**config.mk**
```make
export PLATFORM = sky130hd
export DESIGN_NAME = llm_controller
export DESIGN_NICKNAME = d
export VERILOG_FILES = /design/src/rtl/llm_pkg.sv /design/src/rtl/llm_controller.sv
export SDC_FILE = /design/constraint.sdc
export NUM_CORES = 1
export LEC_CHECK = 0
export ABC_AREA = 1
export BUFFER_PORTS_ARGS = -buffer_cell sky130_fd_sc_hd__buf_2
export CAP_MARGIN = 20
export CORE_AREA = 2 2 39 41
export DETAILED_ROUTE_END_ITERATION = 7
export DIE_AREA = 0 0 41 43
export SLEW_MARGIN = 0
export SYNTH_ARGS = -nofsm -noshare
export SYNTH_HDL_FRONTEND = slang
export SYNTH_SLANG_ARGS = --single-unit
```
**constraint.sdc**
```tcl
create_clock -name clock -period 1.15 [get_ports clock]
set_clock_uncertainty 0.15 [all_clocks]
set_input_delay 0.23 -clock clock [delete_from_list [all_inputs] [get_ports clock]]
set_output_delay 0.23 -clock clock [all_outputs]
set_load 0.02 [all_outputs]
```
**src/rtl/llm_pkg.sv**
```systemverilog
// ----------------------------------------------------------------------------
// llm_pkg
// Shared types and constants for the linked list manager: slot and link
// widths, opcodes, result status codes, controller states, command/status.
// ----------------------------------------------------------------------------
package llm_pkg;

   localparam int CAPACITY = 256;
   localparam int SLOT_W   = 8;
   localparam int LINK_W   = 9;
   localparam int DATA_W   = 64;
   localparam int COUNT_W  = 9;

   typedef logic [SLOT_W-1:0]  slot_type;
   typedef logic [LINK_W-1:0]  link_type;
   typedef logic [DATA_W-1:0]  data_type;
   typedef logic [COUNT_W-1:0] count_type;

   // all ones in a link means no slot
   localparam link_type NO_SLOT = '1;

   typedef enum logic [2:0] {
      OP_INS_BEFORE = 3'd0,
      OP_INS_AFTER  = 3'd1,
      OP_PUSH_FRONT = 3'd2,
      OP_PUSH_BACK  = 3'd3,
      OP_REMOVE     = 3'd4,
      OP_READ       = 3'd5,
      OP_REVERSE    = 3'd6,
      OP_NONE       = 3'd7
   } opcode_type;

   typedef enum logic [1:0] {
      ST_OK       = 2'd0,
      ST_FULL     = 2'd1,
      ST_EMPTY    = 2'd2,
      ST_NOT_USED = 2'd3
   } status_type;

   typedef enum logic [2:0] {
      S_IDLE,
      S_DECODE,
      S_EXEC,
      S_LINK,
      S_REV_RD,
      S_REV_WR,
      S_DONE
   } state_type;

   typedef struct packed {
      logic capture;
      logic mem_read;
      logic rev_sel;
      logic exec;
      logic link;
      logic rev_write;
      logic load_rsp;
   } dp_cmd_type;

   typedef struct packed {
      logic err;
      logic needs_link;
      logic is_reverse;
      logic rev_last;
   } dp_sts_type;

endpackage

```
**src/rtl/llm_controller.sv**
```systemverilog
// ----------------------------------------------------------------------------
// llm_controller
// Sequencer for the linked list manager: steps each request through decode,
// execute, neighbor link update or reverse walk, and response load.
// ----------------------------------------------------------------------------
module llm_controller (
   input  logic                clock,
   input  logic                reset,
   input  logic                req_valid,
   output logic                req_ready,
   output logic                rsp_valid,
   input  logic                rsp_ready,
   input  llm_pkg::dp_sts_type sts,
   output llm_pkg::dp_cmd_type cmd
);
   import llm_pkg::*;

   state_type state_ff, state_in;
   logic      rsp_valid_ff, rsp_valid_in;
   logic      rsp_free;

   // response register can take a new transaction
   assign rsp_free = !rsp_valid_ff || rsp_ready;

   always_ff @(posedge clock) begin
      if (reset) begin
         state_ff     <= S_IDLE;
         rsp_valid_ff <= 1'b0;
      end else begin
         state_ff     <= state_in;
         rsp_valid_ff <= rsp_valid_in;
      end
   end

   always_comb begin
      state_in  = state_ff;
      cmd       = '0;
      req_ready = 1'b0;
      unique case (state_ff)
         S_IDLE: begin
            req_ready = 1'b1;
            if (req_valid) begin
               cmd.capture = 1'b1;
               state_in    = S_DECODE;
            end
         end
         S_DECODE: begin
            cmd.mem_read = 1'b1;
            state_in     = S_EXEC;
         end
         S_EXEC: begin
            cmd.exec = 1'b1;
            if (sts.err) state_in = S_DONE;
            else if (sts.needs_link) state_in = S_LINK;
            else if (sts.is_reverse) state_in = S_REV_RD;
            else state_in = S_DONE;
         end
         S_LINK: begin
            cmd.link = 1'b1;
            state_in = S_DONE;
         end
         S_REV_RD: begin
            cmd.mem_read = 1'b1;
            cmd.rev_sel  = 1'b1;
            state_in     = S_REV_WR;
         end
         S_REV_WR: begin
            cmd.rev_write = 1'b1;
            state_in      = sts.rev_last ? S_DONE : S_REV_RD;
         end
         S_DONE: begin
            if (rsp_free) begin
               cmd.load_rsp = 1'b1;
               // next request may start while this response is loaded
               req_ready    = 1'b1;
               if (req_valid) begin
                  cmd.capture = 1'b1;
                  state_in    = S_DECODE;
               end else begin
                  state_in = S_IDLE;
               end
            end
         end
         default: state_in = S_IDLE;
      endcase
   end

   always_comb begin
      if (cmd.load_rsp) rsp_valid_in = 1'b1;
      else if (rsp_ready) rsp_valid_in = 1'b0;
      else rsp_valid_in = rsp_valid_ff;
   end

   assign rsp_valid = rsp_valid_ff;

endmodule

```
==> flow_summary_export.csv <==
group,metric,value,unit
clocking,cts.root.buffer_cell,"clkbuf_4",
power_and_ir_drop,reported_leakage_power,0.342,nW
die,area_enclosed_by_the_die_boundary,1760,um2
die,boundaryPins,17,
die,fp.dieH,43,um
synth,avg_cell_area_syn,5.78,um2
worst_setup_path,worst_setup_path_endpoint,"cmd[6]",
power_and_ir_drop,report.power.total,0.00119,W
global_route,grt_first_pass_wirelength,1530,um
synth,synthesis.instances,53,
synth,ys_seq_area_frac,0.261,
synth,synth_enable_flop_cells,0,
final_layout,highest_count_cells_in_the_layout_ignoring_fill_and_taps,"13 x buf_4, 11 x nand2_1, 8 x buf_2",
final_layout,final_layout_size_suffix_gt1_frac,0.595,
clocking,clk_pin_slew_worst_paths,40,ps
run_status,run_status,"finished, violations left",
sta,timing.hold.ws,26.1,ps
worst_setup_path,worst_case_register_to_register_setup_slack,-100,ps
worst_setup_path,critical_path.max_stage_delay,360,ps
final_layout,multi_input_area,250,um2
clocking,clock_latency,240,ps
power_and_ir_drop,power.switching_fraction,0.428,
sta,final_hold_viol_count,0,
synth,synth_top_cells_by_area,"dfxtp_1 26%, nand2_1 13%, nand3_1 11%",
final_layout,most_frequent_standard_cell_in_the_layout_excluding_fill_and_tap_cells,"buf_4",
detailed_routing,drt-total-wl,974,um
synth,synth.yosys.warnings,0,
sta,max-slew-margin-rel,0.845,
global_route,largest_net_degree_at_the_start_of_global_routing,7,
placed_design,buffers_added_on_ports,16,
worst_setup_path,critical_path_required,770,ps
clocking,cts_made_buffers,3,
final_layout,area.sequential,92.6,um2
power_and_ir_drop,internal-power,0.000683,W
worst_setup_path,critPathCaptureType,"primary output",
synth,postSynth.asyncResetShare,0,
detailed_routing,postRouteAntennaNets,0,
final_layout,area_growth_syn_to_layout,116,%
synth,synth_top_cell_area_share,0.261,
worst_setup_path,critPathKind,"flip-flop to primary output",
final_layout,fillCellCount,148,
power_and_ir_drop,p_switching,0.000510,W
worst_setup_path,critical-path-slowest-cell,"dfxtp_4",
clocking,ctsHoldBuffers,0,
sta,timing.final.setup_violations,11,
power_and_ir_drop,powerDensity,1800,nW/um2
sta,part_of_the_cycle_the_worst_path_needs,1.29,
sta,layout_setup_ws,-339,ps
worst_setup_path,crit_path_start_kind,"flip-flop",
power_and_ir_drop,pwr-share-comb,0.633,
min_path,worst_hold_path.num_cells,2,
sta,report.final.slew_viol_count,0,
placed_design,dp_hpwl,764,um
synth,synth_flop_type,"dfxtp_1",
synth,yosys_register_bits,4,
detailed_routing,detail_route.drc_violations,0,
detailed_routing,drt_iter0_drc,3,
synth,synth.cell_area,307,um2
run_status,violations,"negative setup slack",
worst_setup_path,r2r_cells,8,
clocking,cts_tree,"built",
detailed_routing,drtPass1Iterations,4,
synth,post-synth-top-area-cell,"dfxtp_1",
synth,synthDistinctLibCells,17,
global_route,grt_util_all_layers,0.130,
synth,syn_nets,61,
die,start_util,0.222,
die,placementRows,14,
detailed_routing,avgRoutedWirePerCell,9.74,um
sta,setup_repair_after_global_routing_missed_its_margin,"yes",
min_path,timing.hold.worst.class,"input pin to flip-flop",
clocking,depth_of_the_cts_h_tree,1,
worst_setup_path,timing.critical_path.cells,"inv_6 -> nor2_4 -> nand3_4 -> a21boi_4 -> buf_6",
global_route,grt_remaining_overflow,0,
die,dieWidth,41,um
clocking,clock_sink_count,4,
worst_setup_path,worst_setup_path_startpoint,"state_ff[1]",
detailed_routing,num_vias,434,
power_and_ir_drop,vdd_ir_drop_max,664,uV
final_layout,fin_nets,93,
sta,max_freq,672,MHz
worst_setup_path,timing.rr.start,"state_ff[1]",
global_route,first_global_vias,403,
placed_design,place.gp.congestion,0.667,
power_and_ir_drop,pwr-share-clk,0.161,
sta,worst_slew_pin_slew,231,ps
die,placeableCoreArea,1380,um2
sta,timing.final.crit_period,1490,ps
flow_run,max-cap-violations,0,
power_and_ir_drop,power_frac_seq,0.206,
worst_setup_path,r2r_end,"state_ff[0]",
worst_setup_path,cp_data_arrival_time,1110,ps
final_layout,antennaDiodeCount,0,
global_route,antenna_found_initial,0,
clocking,cts-root-to-sink-buffers,2,
worst_setup_path,critPathMaxFanout,5,
detailed_routing,route.detailed.vias_per_inst,4.34,
## area by class of cell
type	count	area share
clock buffer	4	0.0396
inverter	12	0.0868
multi-input combinational	36	0.377
sequential	4	0.140
tap	16	0.0302
timing repair buffer	28	0.326
## logic make-up (layout without fill, tap and decap cells)
group	count (synthesis)	count (layout)	share of synthesized area
flops	4	4	0.261
simple gates	33	33	0.506
buf+inv	13	44	0.171
compound gates	3	3	0.0612
## state kept, by name, summed over array words and instances (netlist names)
name	count
rsp_valid	1
state_ff	3
## worst max-delay path, delay by kind of cell, from the launching register on
family / cells / cell delay [ps]
AOI/OAI and AO/OA: 1 / 130
buffers and inverters: 2 / 170
DFF: 1 / 360
and+or+nand+nor: 2 / 210
## per-layer routing
| metal | up-vias | wire length, um | global-route usage |
|---|---|---|---|
| met5 | - | 0 | 0 |
| met4 | 0 | 0 | 0.0800 |
| met3 | 0 | 29 | 0.0157 |
| met2 | 8 | 574 | 0.225 |
| met1 | 198 | 370 | 0.136 |
| li1 | 228 | - | - |
## Yosys cell counts, types with 4 or more instances
| library cell | instances |
|---|---|
| nand2_1 | 11 |
| nor2_1 | 9 |
| inv_1 | 7 |
| nand3_1 | 7 |
| dfxtp_1 | 4 |
| inv_2 | 4 |
## power by group through the flow
stage,Combinational [W],Sequential [W],Clock (W)
floorplan,0.000354,0.000235,0
global placement,0.000598,0.000225,0
detailed placement,0.000603,0.000227,0
CTS,0.000720,0.000239,0.000202
global route,0.000815,0.000253,0.000211
finish,0.000755,0.000245,0.000192
## stage by stage
stage / TNS [ps] / cells / setup WS [ps] / utilization / area, um2
4_1_cts: -2630 / 99 / -362 / 0.458 / 633
3_5_place_dp: -869 / 94 / -139 / 0.382 / 528
2_1_floorplan: -393 / 53 / -85.7 / - / 364
5_1_grt: -3300 / 100 / -398 / 0.479 / 663
3_3_place_gp: -748 / 94 / -115 / 0.382 / 528
6_report: -2560 / 100 / -339 / 0.479 / 663
## what timing repair did
| item | CTS | global route |
|---|---|---|
| setup buffers | 1 | 1 |
| pin swaps | 2 | 3 |
| cloned | 0 | 0 |
| resized for setup | 22 | 5 |
| endpoints found under the setup margin | 11 | 12 |
## worst min path at each step
stage | startpoint | to | slack [ps]
final | reset | state_ff[0] | 30
after global routing | reset | state_ff[0] | 30
after CTS | reset | state_ff[0] | 20
after detailed placement | reset | state_ff[0] | 270
after global placement | reset | rsp_valid | 260
after floorplan | reset | rsp_valid | 140
Power figures use the tool's default switching activity.
